==> config.mk <==
export PLATFORM = sky130hd
export DESIGN_NAME = double_ended_queue
export DESIGN_NICKNAME = d
export VERILOG_FILES = /design/src/rtl/dq_pkg.sv /design/src/rtl/dq_ram.sv /design/src/rtl/dq_ctrl.sv /design/src/rtl/double_ended_queue.sv
export SDC_FILE = /design/constraint.sdc
export NUM_CORES = 1
export LEC_CHECK = 0
export BUFFER_PORTS_ARGS = -buffer_cell sky130_fd_sc_hd__buf_4
export CORE_MARGIN = 2
export CORE_UTILIZATION = 55
export CTS_BUF_LIST = sky130_fd_sc_hd__clkbuf_16
export DETAILED_ROUTE_END_ITERATION = 10
export GPL_TIMING_DRIVEN = 0
export PLACE_DENSITY = 0.83
export SLEW_MARGIN = 20
export SYNTH_ARGS = -nofsm -noshare
export SYNTH_HDL_FRONTEND = slang
export SYNTH_SLANG_ARGS = --single-unit
==> constraint.sdc <==
create_clock -name i_clk -period 5.08 [get_ports i_clk]
set_input_delay 0.508 -clock i_clk [delete_from_list [all_inputs] [get_ports i_clk]]
set_output_delay 0.508 -clock i_clk [all_outputs]
set_load 0.05 [all_outputs]
==> src/rtl/dq_pkg.sv <==
`timescale 1ns / 1ps
`default_nettype none

package dq_pkg;

    typedef enum logic [2:0] {
        OP_PUSH_FRONT = 3'd0,
        OP_PUSH_BACK  = 3'd1,
        OP_POP_FRONT  = 3'd2,
        OP_POP_BACK   = 3'd3,
        OP_PEEK_FRONT = 3'd4,
        OP_PEEK_BACK  = 3'd5,
        OP_CLEAR      = 3'd6
    } t_op;

    typedef enum logic [1:0] {
        ST_OK    = 2'd0,
        ST_VALUE = 2'd1,
        ST_EMPTY = 2'd2,
        ST_FULL  = 2'd3
    } t_status;

    localparam int unsigned WORD_W = 32;

    typedef struct packed {
        t_op                 operation;
        logic [WORD_W-1:0]   data_word;
    } t_req;

    typedef struct packed {
        t_status             status;
        logic [WORD_W-1:0]   result_word;
    } t_rsp;

    // result of one request, waiting for the ram read data
    typedef struct packed {
        logic                valid;
        t_status             status;
        logic                use_rdata;
    } t_pend;

endpackage

`default_nettype wire

==> src/rtl/dq_ram.sv <==
`timescale 1ns / 1ps
`default_nettype none

module dq_ram #(
    parameter int WIDTH = 32,
    parameter int DEPTH = 16
) (
    input  wire logic                     i_clk,
    input  wire logic                     i_we,
    input  wire logic [$clog2(DEPTH)-1:0] i_waddr,
    input  wire logic [WIDTH-1:0]         i_wdata,
    input  wire logic                     i_re,
    input  wire logic [$clog2(DEPTH)-1:0] i_raddr,
    output logic      [WIDTH-1:0]         o_rdata
);

    logic [WIDTH-1:0] r_mem [DEPTH];

    always_ff @(posedge i_clk) begin
        if (i_we) begin
            r_mem[i_waddr] <= i_wdata;
        end
        if (i_re) begin
            o_rdata <= r_mem[i_raddr];
        end
    end

endmodule

`default_nettype wire

==> src/rtl/dq_ctrl.sv <==
`timescale 1ns / 1ps
`default_nettype none

module dq_ctrl #(
    parameter int DEPTH      = 16,
    parameter int DATA_WIDTH = 32
) (
    input  wire logic                     i_clk,
    input  wire logic                     i_rst_n,
    input  wire logic                     i_accept,
    input  wire dq_pkg::t_req             i_req,
    output logic                          o_we,
    output logic [$clog2(DEPTH)-1:0]      o_waddr,
    output logic [DATA_WIDTH-1:0]         o_wdata,
    output logic                          o_re,
    output logic [$clog2(DEPTH)-1:0]      o_raddr,
    output dq_pkg::t_pend                 o_pend
);

    localparam int AW = $clog2(DEPTH);
    localparam int CW = $clog2(DEPTH + 1);
    localparam int SW = AW + 2;

    logic [AW-1:0]     r_head;
    logic [AW-1:0]     n_head;
    logic [CW-1:0]     r_count;
    logic [CW-1:0]     n_count;
    dq_pkg::t_pend     r_pend;
    dq_pkg::t_pend     n_pend;

    logic [SW-1:0]     tail_sum;
    logic [SW-1:0]     back_sum;
    logic [AW-1:0]     tail_slot;
    logic [AW-1:0]     back_slot;
    logic [AW-1:0]     head_inc;
    logic [AW-1:0]     head_dec;
    logic              full;
    logic              empty;

    // slot after the last entry, and the last entry itself, wrapped into the ring
    always_comb begin
        tail_sum  = SW'(r_head) + SW'(r_count);
        back_sum  = tail_sum - SW'(1);
        tail_slot = (tail_sum >= SW'(DEPTH)) ? AW'(tail_sum - SW'(DEPTH)) : AW'(tail_sum);
        back_slot = (back_sum >= SW'(DEPTH)) ? AW'(back_sum - SW'(DEPTH)) : AW'(back_sum);
        head_inc  = (r_head == AW'(DEPTH - 1)) ? '0 : r_head + AW'(1);
        head_dec  = (r_head == '0) ? AW'(DEPTH - 1) : r_head - AW'(1);
        full      = (r_count == CW'(DEPTH));
        empty     = (r_count == '0);
    end

    assign o_wdata = DATA_WIDTH'({32'h0, i_req.data_word});

    always_comb begin
        n_head           = r_head;
        n_count          = r_count;
        o_we             = 1'b0;
        o_waddr          = tail_slot;
        o_re             = 1'b0;
        o_raddr          = r_head;
        n_pend.valid     = i_accept;
        n_pend.status    = dq_pkg::ST_OK;
        n_pend.use_rdata = 1'b0;
        if (i_accept) begin
            unique case (i_req.operation)
                dq_pkg::OP_PUSH_FRONT, dq_pkg::OP_PUSH_BACK: begin
                    if (full) begin
                        n_pend.status = dq_pkg::ST_FULL;
                    end else begin
                        o_we    = 1'b1;
                        n_count = r_count + CW'(1);
                        if (i_req.operation == dq_pkg::OP_PUSH_FRONT) begin
                            o_waddr = head_dec;
                            n_head  = head_dec;
                        end
                    end
                end
                dq_pkg::OP_POP_FRONT, dq_pkg::OP_POP_BACK,
                dq_pkg::OP_PEEK_FRONT, dq_pkg::OP_PEEK_BACK: begin
                    if (empty) begin
                        n_pend.status = dq_pkg::ST_EMPTY;
                    end else begin
                        o_re             = 1'b1;
                        n_pend.status    = dq_pkg::ST_VALUE;
                        n_pend.use_rdata = 1'b1;
                        if (i_req.operation == dq_pkg::OP_POP_BACK ||
                            i_req.operation == dq_pkg::OP_PEEK_BACK) begin
                            o_raddr = back_slot;
                        end
                        if (i_req.operation == dq_pkg::OP_POP_FRONT) begin
                            n_head  = head_inc;
                            n_count = r_count - CW'(1);
                        end else if (i_req.operation == dq_pkg::OP_POP_BACK) begin
                            n_count = r_count - CW'(1);
                        end
                    end
                end
                dq_pkg::OP_CLEAR: begin
                    n_head  = '0;
                    n_count = '0;
                end
                default: begin
                end
            endcase
        end
    end

    always_ff @(posedge i_clk) begin
        if (!i_rst_n) begin
            r_head  <= '0;
            r_count <= '0;
            r_pend  <= '0;
        end else begin
            r_head  <= n_head;
            r_count <= n_count;
            r_pend  <= n_pend;
        end
    end

    assign o_pend = r_pend;

    a_count_bound: assert property (@(posedge i_clk) disable iff (!i_rst_n)
        r_count <= CW'(DEPTH))
        else $error("entry count beyond depth");

    a_head_bound: assert property (@(posedge i_clk) disable iff (!i_rst_n)
        r_head <= AW'(DEPTH - 1))
        else $error("head index outside ring");

    a_one_result: assert property (@(posedge i_clk) disable iff (!i_rst_n)
        i_accept |=> r_pend.valid)
        else $error("accepted request produced no result");

    a_idle_hold: assert property (@(posedge i_clk) disable iff (!i_rst_n)
        !i_accept |=> ($stable(r_count) && $stable(r_head)))
        else $error("pointers moved without a request");

    a_one_port: assert property (@(posedge i_clk) disable iff (!i_rst_n)
        !(o_we && o_re))
        else $error("read and write in the same request");

endmodule

`default_nettype wire

==> src/rtl/double_ended_queue.sv <==
`timescale 1ns / 1ps
`default_nettype none

// double-ended queue of DATA_WIDTH-bit words in a ring of DEPTH entries
// request channel: start with i_req (operation, data_word); a request is taken
//   on a rising edge where start is high and busy is low
// result channel: o_valid is high for exactly one cycle per request, with o_rsp
//   (status, result_word); the receiver cannot hold results off
// latency: the result appears in the cycle after the request is taken
// throughput: one request per cycle unless busy; each request touches the ram
//   at most once (a write for a push, a read for a pop or peek), and head and count
//   are updated on the same edge, so back-to-back requests need no forwarding
// reset (synchronous, i_rst_n low): the queue is empty, head is zero, no
//   result is pending; busy is high through reset and for the first cycle
//   after reset is released
// stored words are not cleared by reset or by the clear operation; only live
//   entries are ever read
// a push to a full queue or a pop or peek of an empty one changes nothing and
//   reports an error status with a zero word
module double_ended_queue #(
    parameter int DEPTH      = 16,
    parameter int DATA_WIDTH = 32
) (
    input  wire logic          i_clk,
    input  wire logic          i_rst_n,
    input  wire logic          start,
    output logic               busy,
    input  wire dq_pkg::t_req  i_req,
    output logic               o_valid,
    output dq_pkg::t_rsp       o_rsp
);

    localparam int AW = $clog2(DEPTH);

    logic                  accept;
    logic                  we;
    logic [AW-1:0]         waddr;
    logic [DATA_WIDTH-1:0] wdata;
    logic                  re;
    logic [AW-1:0]         raddr;
    logic [DATA_WIDTH-1:0] rdata;
    dq_pkg::t_pend         pend;
    logic                  r_busy;

    always_ff @(posedge i_clk) begin
        if (!i_rst_n) begin
            r_busy <= 1'b1;
        end else begin
            r_busy <= 1'b0;
        end
    end

    assign busy   = r_busy;
    assign accept = start && !r_busy;

    dq_ctrl #(
        .DEPTH      (DEPTH),
        .DATA_WIDTH (DATA_WIDTH)
    ) u_ctrl (
        .i_clk    (i_clk),
        .i_rst_n  (i_rst_n),
        .i_accept (accept),
        .i_req    (i_req),
        .o_we     (we),
        .o_waddr  (waddr),
        .o_wdata  (wdata),
        .o_re     (re),
        .o_raddr  (raddr),
        .o_pend   (pend)
    );

    dq_ram #(
        .WIDTH (DATA_WIDTH),
        .DEPTH (DEPTH)
    ) u_ram (
        .i_clk   (i_clk),
        .i_we    (we),
        .i_waddr (waddr),
        .i_wdata (wdata),
        .i_re    (re),
        .i_raddr (raddr),
        .o_rdata (rdata)
    );

    assign o_valid           = pend.valid;
    assign o_rsp.status      = pend.status;
    assign o_rsp.result_word = pend.use_rdata ? 32'({64'h0, rdata}) : 32'h0;

endmodule

`default_nettype wire

After elaboration in Yosys (flattened, before gate mapping) --
Memories as Yosys holds them, arrays and structs flattened. A register that Yosys moved wholly into a read port is not among the register bits. Index checks and enable logic that the tools add are counted. Widths: inputs -> output; s select.
Cells by class: reduce and logical (&&, ||, !) cells 12, eq/ne operators 13, $lt $le $gt $ge 2, muxes and demuxes 35, add/subtract/negate cells 8
Operator list (number):
- $mux 4 | 16
- $mux 32 | 1
- $mux 5 | 4
- $pmux 5 s3 | 1
- $ge 6x5->1 const B | 2
- $pmux 4 s3 | 1
- $sub 4x1->4 const B | 3
- $eq 3x3->1 const B | 3
- $mux 1 | 9
- $add 4x5->6 | 1
- $eq 3x2->1 const B | 2
- $reduce_and 6->1 | 1
- $sub 6x1->6 const B | 1
- $add 5x1->5 const B | 1
- $eq 5x5->1 const B | 1
- $logic_not 5->1 | 1
- $reduce_and 5->1 | 1
- $sub 5x1->5 const B | 1
- $add 4x1->4 const B | 1
- $eq 4x4->1 const B | 1
- $logic_not 4->1 | 1
- $mux 2 | 2
- $ne 2x1->1 const B | 2
- $ne 2x2->1 const B | 2
- other kinds (11) | 11
Word-level totals: memories kept 1, word-level logic and storage cells 77, RAM bits 512, register bits 14
Memory list:
- u_ram.r_mem | words 16, bits a word 32, rd ports 1, clocked after memory_dff 1, wr ports 1, RTL line dq_ram.sv:17 | logic [WIDTH-1:0] r_mem [DEPTH];

Depth between registers and ports, before layout --
word-level depth 8, gate-level depth with buffers 12, gate-level depth less buffers 10

By module --
Synthesis repeated with hierarchy kept, for this count alone.
Second synthesis, totals: cells, all modules 1046, area, all modules 21846.0 um^2
By module, submodules not included:
- dq_ram | times used 1, cells each 838, area an instance 20155.6 um^2
- dq_ctrl | times used 1, cells each 170, area an instance 1405.1 um^2
- double_ended_queue | times used 1, cells each 38, area an instance 285.3 um^2

Least setup slack after synthesis --
No wires, ideal clock.
kind reg2reg, start point register r_busy (netlist: busy), end point memory u_ram.r_mem[10][0], enable pin, period minus slack after synthesis 4.018 ns, slack 1.062 ns, buffers on the path 0, stages on the path, launching flop included 7, data arrival time 3.597 ns, cell sequence dfxtp_1 -> nand2b_1 -> a2111oi_0 -> nor2b_1 -> mux2i_1 -> nand2_1 -> nor2_1
On the way: cells in the longest elaborated chain, start to end 5, elaborated cells between the ends (all ways) 6, those cells by class mux: 4; reduce/logical: 2
Ends and longest elaborated chain:
- from (decl) | RTL line double_ended_queue.sv:43 | logic r_busy;
- from (signal assigned) | RTL line double_ended_queue.sv:47 | r_busy <= 1'b1;
- from (signal assigned) | RTL line double_ended_queue.sv:49 | r_busy <= 1'b0;
- $logic_not 1->1 (*) | RTL line double_ended_queue.sv:54 | assign accept = start && !r_busy;
- $logic_and 1x1->1 (*) | RTL line double_ended_queue.sv:54
- $mux 1 | RTL line dq_ctrl.sv:64 | if (i_accept) begin
- $mux 1 | RTL line dq_ram.sv:20 | if (i_we) begin
- $mux 1 (implied by the code) | RTL line dq_ram.sv:21 | r_mem[i_waddr] <= i_wdata;
- to (decl) | RTL line dq_ram.sv:17
Mark *: on every way between the ends. The rest lies on a longest branch, timed or not.

Worst setup path in the final report --
start point register u_ctrl.r_count[0], end point register u_ram.o_rdata[30] (read register of u_ram.r_mem) (data pin)
On the way: cells in the longest elaborated chain, start to end 8, elaborated cells between the ends (all ways) 13, those cells by class add/sub: 3; order compare: 1; mux: 8; reduce/logical: 1
Ends and longest elaborated chain:
- from (decl) | RTL line dq_ctrl.sv:26 | logic [CW-1:0] r_count;
- from (signal assigned) | RTL line dq_ctrl.sv:115 | r_count <= n_count;
- $add 4x5->6 | RTL line dq_ctrl.sv:42 | tail_sum = SW'(r_head) + SW'(r_count);
- $sub 6x1->6 | RTL line dq_ctrl.sv:43 | back_sum = tail_sum - SW'(1);
- $ge 6x5->1 / $sub 4x1->4 (equally long branches) | RTL line dq_ctrl.sv:45 | back_slot = (back_sum >= SW'(DEPTH)) ? AW'(back_sum - SW'(DEPTH)) : AW'(back_sum);
- $mux 4 | RTL line dq_ctrl.sv:45
- $mux 4 | RTL line dq_ctrl.sv:86 | if (i_req.operation == dq_pkg::OP_POP_BACK ||
- $mux 4 | RTL line dq_ctrl.sv:80 | if (empty) begin
- $mux 4 | RTL line dq_ctrl.sv:65 | unique case (i_req.operation)
- $mux 4 | RTL line dq_ctrl.sv:64
- to (decl) | RTL line dq_ram.sv:14 | output logic [WIDTH-1:0] o_rdata
Parallel ways exist; a longest one is shown, timed or not. A chain may end at the register's enable or synchronous reset.

==> results.sh <==
export IMPL_outcome="finished clean"
export IMPL_crit_slowest_cell="clkbuf_1"
export IMPL_htreeDepth=2
export IMPL_clk_path_buf_depth=3
export IMPL_wl_per_cell_um=26.3
export IMPL_p_leak_nw=8.79
export IMPL_required_ns=5.40
export IMPL_setup_viol=0
export IMPL_gr_total_overflow=0
export IMPL_drive_gt1_share_pct=11.4
export IMPL_fill_cells=2782
export IMPL_die_y_um=207
export IMPL_layout_commonest_cell="edfxtp_1"
export IMPL_ir_worst_vdd_uv=269
export IMPL_ys_flop_type="edfxtp_1"
export IMPL_crit_chain="ha_1 > fa_1 > inv_1 > ha_1 > xor3_1 > o2111ai_1 > o21a_1 > clkbuf_1 > clkbuf_1 > o211ai_1 > a21oi_1 > o22ai_1"
export IMPL_yosysWarnings=0
export IMPL_ant_nets=0
export IMPL_cp_start_kind="register"
export IMPL_final_cells=2271
export IMPL_vias=15200
export IMPL_fmax_mhz=221
export IMPL_vias_per_cell=6.70
export IMPL_synth_cell_types=50
export IMPL_period_minus_slack_ns=4.53
export IMPL_antenna_found_initial=1
export IMPL_cts_sinks=558
export IMPL_grt_use_total_pct=27.5
export IMPL_path_max_fanout=10
export IMPL_grt_pass1_wl_um=90600
export IMPL_dieWidth_um=207
export IMPL_drc_errors=0
export IMPL_core_um2=40800
export IMPL_p_total_mw=9.24
export IMPL_async_reset_ff_share_pct=0
export IMPL_insertedDiodeCount=0
export IMPL_gp_congestion=0.918
export IMPL_cts_setup_buffers=0
export IMPL_syn_nets=1608
export IMPL_stdcell_area_um2=26100
export IMPL_syn_mean_instance_area_um2=14.6
export IMPL_hold_path_class="input port to register"
export IMPL_dp_cells=2180
export IMPL_skew_ns=0.0144
export IMPL_synthCells=1559
export IMPL_cts_repair_resized=0
export IMPL_rows=74
export IMPL_fin_crit_sh_pct=89.1
export IMPL_final_cell_mix="edfxtp_1, o211ai_1, o22ai_1"
export IMPL_cpPeakStageDelay_ns=0.73
export IMPL_grt_pass1_vias=15500
export IMPL_finalHoldViolCount=0
export IMPL_ys_seq_area_share_pct=73.1
export IMPL_critPathKind="register to register"
export IMPL_place_area_um2=24500
export IMPL_synth_area_um2=22700
export IMPL_insertion_delay_ns=0.58
export IMPL_post_dp_hpwl_um=38900
export IMPL_synth_seq_cells=558
export IMPL_hold_buffers=0
export IMPL_cts_root_buffer="clkbuf_16"
export IMPL_drt_initial_drc_count=2027
export IMPL_initial_utilization_pct=55.6
export IMPL_syn_to_final_growth_pct=14.6
export IMPL_tightest_slew_ns=1.13
export IMPL_io_buffer_count=73
export IMPL_synth_edff_count=544
export IMPL_cap_violations=0
export IMPL_pwr_density_cell_nw_per_um2=355
export IMPL_final_nets=1751
export IMPL_clk_pin_slew_ns=0.07
export IMPL_pin_count=74
export IMPL_die_area_um2=43000
export IMPL_cts_buffers=52
export IMPL_relSlewSlack_pct=24.4
export IMPL_cp_data_arrival_time_ns=4.85
export IMPL_grt_max_degree=35
export IMPL_drt_wl_total_um=59800
export IMPL_finalMaxSlewViolations=0
export IMPL_cts_tree="built"
export IMPL_first_pass_iters=8
export IMPL_endpoint_kind="register"
export IMPL_rsz0062_at_grt="no"
## through the flow
stage                     setup TNS, ns  worst slack, ns  utilization (%)  hold WS [ns]
after floorplan                       0             1.06                -         0.525
after detailed placement              0            0.752             59.9         0.578
final                                 0            0.552             63.8         0.180
after CTS                             0            0.712             63.8         0.166
after global routing                  0            0.437             63.8         0.185
after global placement          -273.99           -0.758             58.6         0.557
## area by class of cell
| cell class | count | area, um^2 | share of cell area, % |
|---|---|---|---|
| sequential | 558 | 16600 | 63.8 |
| multi-input combinational | 733 | 5190 | 19.9 |
| clock buffer | 53 | 1330 | 5.09 |
| timing repair buffer | 89 | 951 | 3.65 |
| tap | 532 | 666 | 2.56 |
| buffer | 130 | 531 | 2.04 |
| inverter | 138 | 518 | 1.99 |
| clock inverter | 38 | 253 | 0.970 |
## cells by family after synthesis
group                      synth area share, %
and+or+nand+nor                           3.47
muxes                                    0.622
buffers and inverters                     4.61
xor gates and xnor gates                 0.617
adders and majority gates                0.672
AOI/OAI and AO/OA                         16.9
DFF                                       73.1
## worst max-delay path: cells and delay by family, from the launching register on
| kind | cells | cell delay [ns] |
|---|---|---|
| AO/OA/AOI/OAI | 5 | 1.14 |
| flip-flops | 1 | 0.48 |
| adder cells (fa/ha/maj) | 3 | 0.92 |
| XOR/XNOR | 1 | 0.31 |
| buffers and inverters | 3 | 1.41 |
## power by group
| group | internal [mW] | switching (mW) |
|---|---|---|
| clock network | 2.03 | 1.65 |
| registers | 5.07 | 0.00873 |
| logic | 0.145 | 0.322 |
## path summary, 6_finish.rpt
path,slack (ns),to,depth (start not counted),startpoint
min,0.18,u_ctrl.o_pend[0],2,i_rst_n
min reg2reg,0.61,u_ctrl.r_count[3],2,u_ctrl.r_count[3]
max reg2reg,0.55,u_ram.o_rdata[30],12,u_ctrl.r_count[0]
max,0.55,u_ram.o_rdata[30],12,u_ctrl.r_count[0]
## sequential cells by signal, summed over array words and instances (netlist names)
name,cells
u_ram.r_mem,512
u_ram.o_rdata,32
u_ctrl.r_count,5
u_ctrl.o_pend,4
u_ctrl.r_head,4
busy,1
## layer usage
layer	GRT usage (%)	vias up	wire [um]
met5	0	-	0
li1	-	6480	-
met1	35.8	7493	22000
met4	10.8	0	2080
met3	5.73	176	6560
met2	45.5	1058	29200
## synth_stat cells (3+ instances only)
cell type  count  area, um^2
ha_1           9         113
a21oi_1       71         355
xnor2_1        4        35.0
and2_1        33         206
or4_1         33         248
a211oi_1       3        22.5
dfxtp_1       14         280
a211o_1       32         280
buf_6          3        33.8
nand3_1        7        35.0
o21ai_1        3        15.0
a21o_1         3        22.5
nor3_1         9        45.0
edfxtp_1     544       16300
buf_4          3        22.5
o21ai_0       11        55.1
clkbuf_1     110         413
buf_1          7        26.3
a31oi_1        3        18.8
nor2_1        31         116
o22ai_1      161        1010
mux2i_1        4        40.0
nand2_1       17        63.8
buf_2          7        35.0
xor2_1         4        35.0
mux2_2         5        56.3
o21a_1         4        30.0
nand2b_1       3        18.8
inv_1        136         510
o211ai_1     256        1920
No activity file was read; power rests on OpenSTA's default activity.
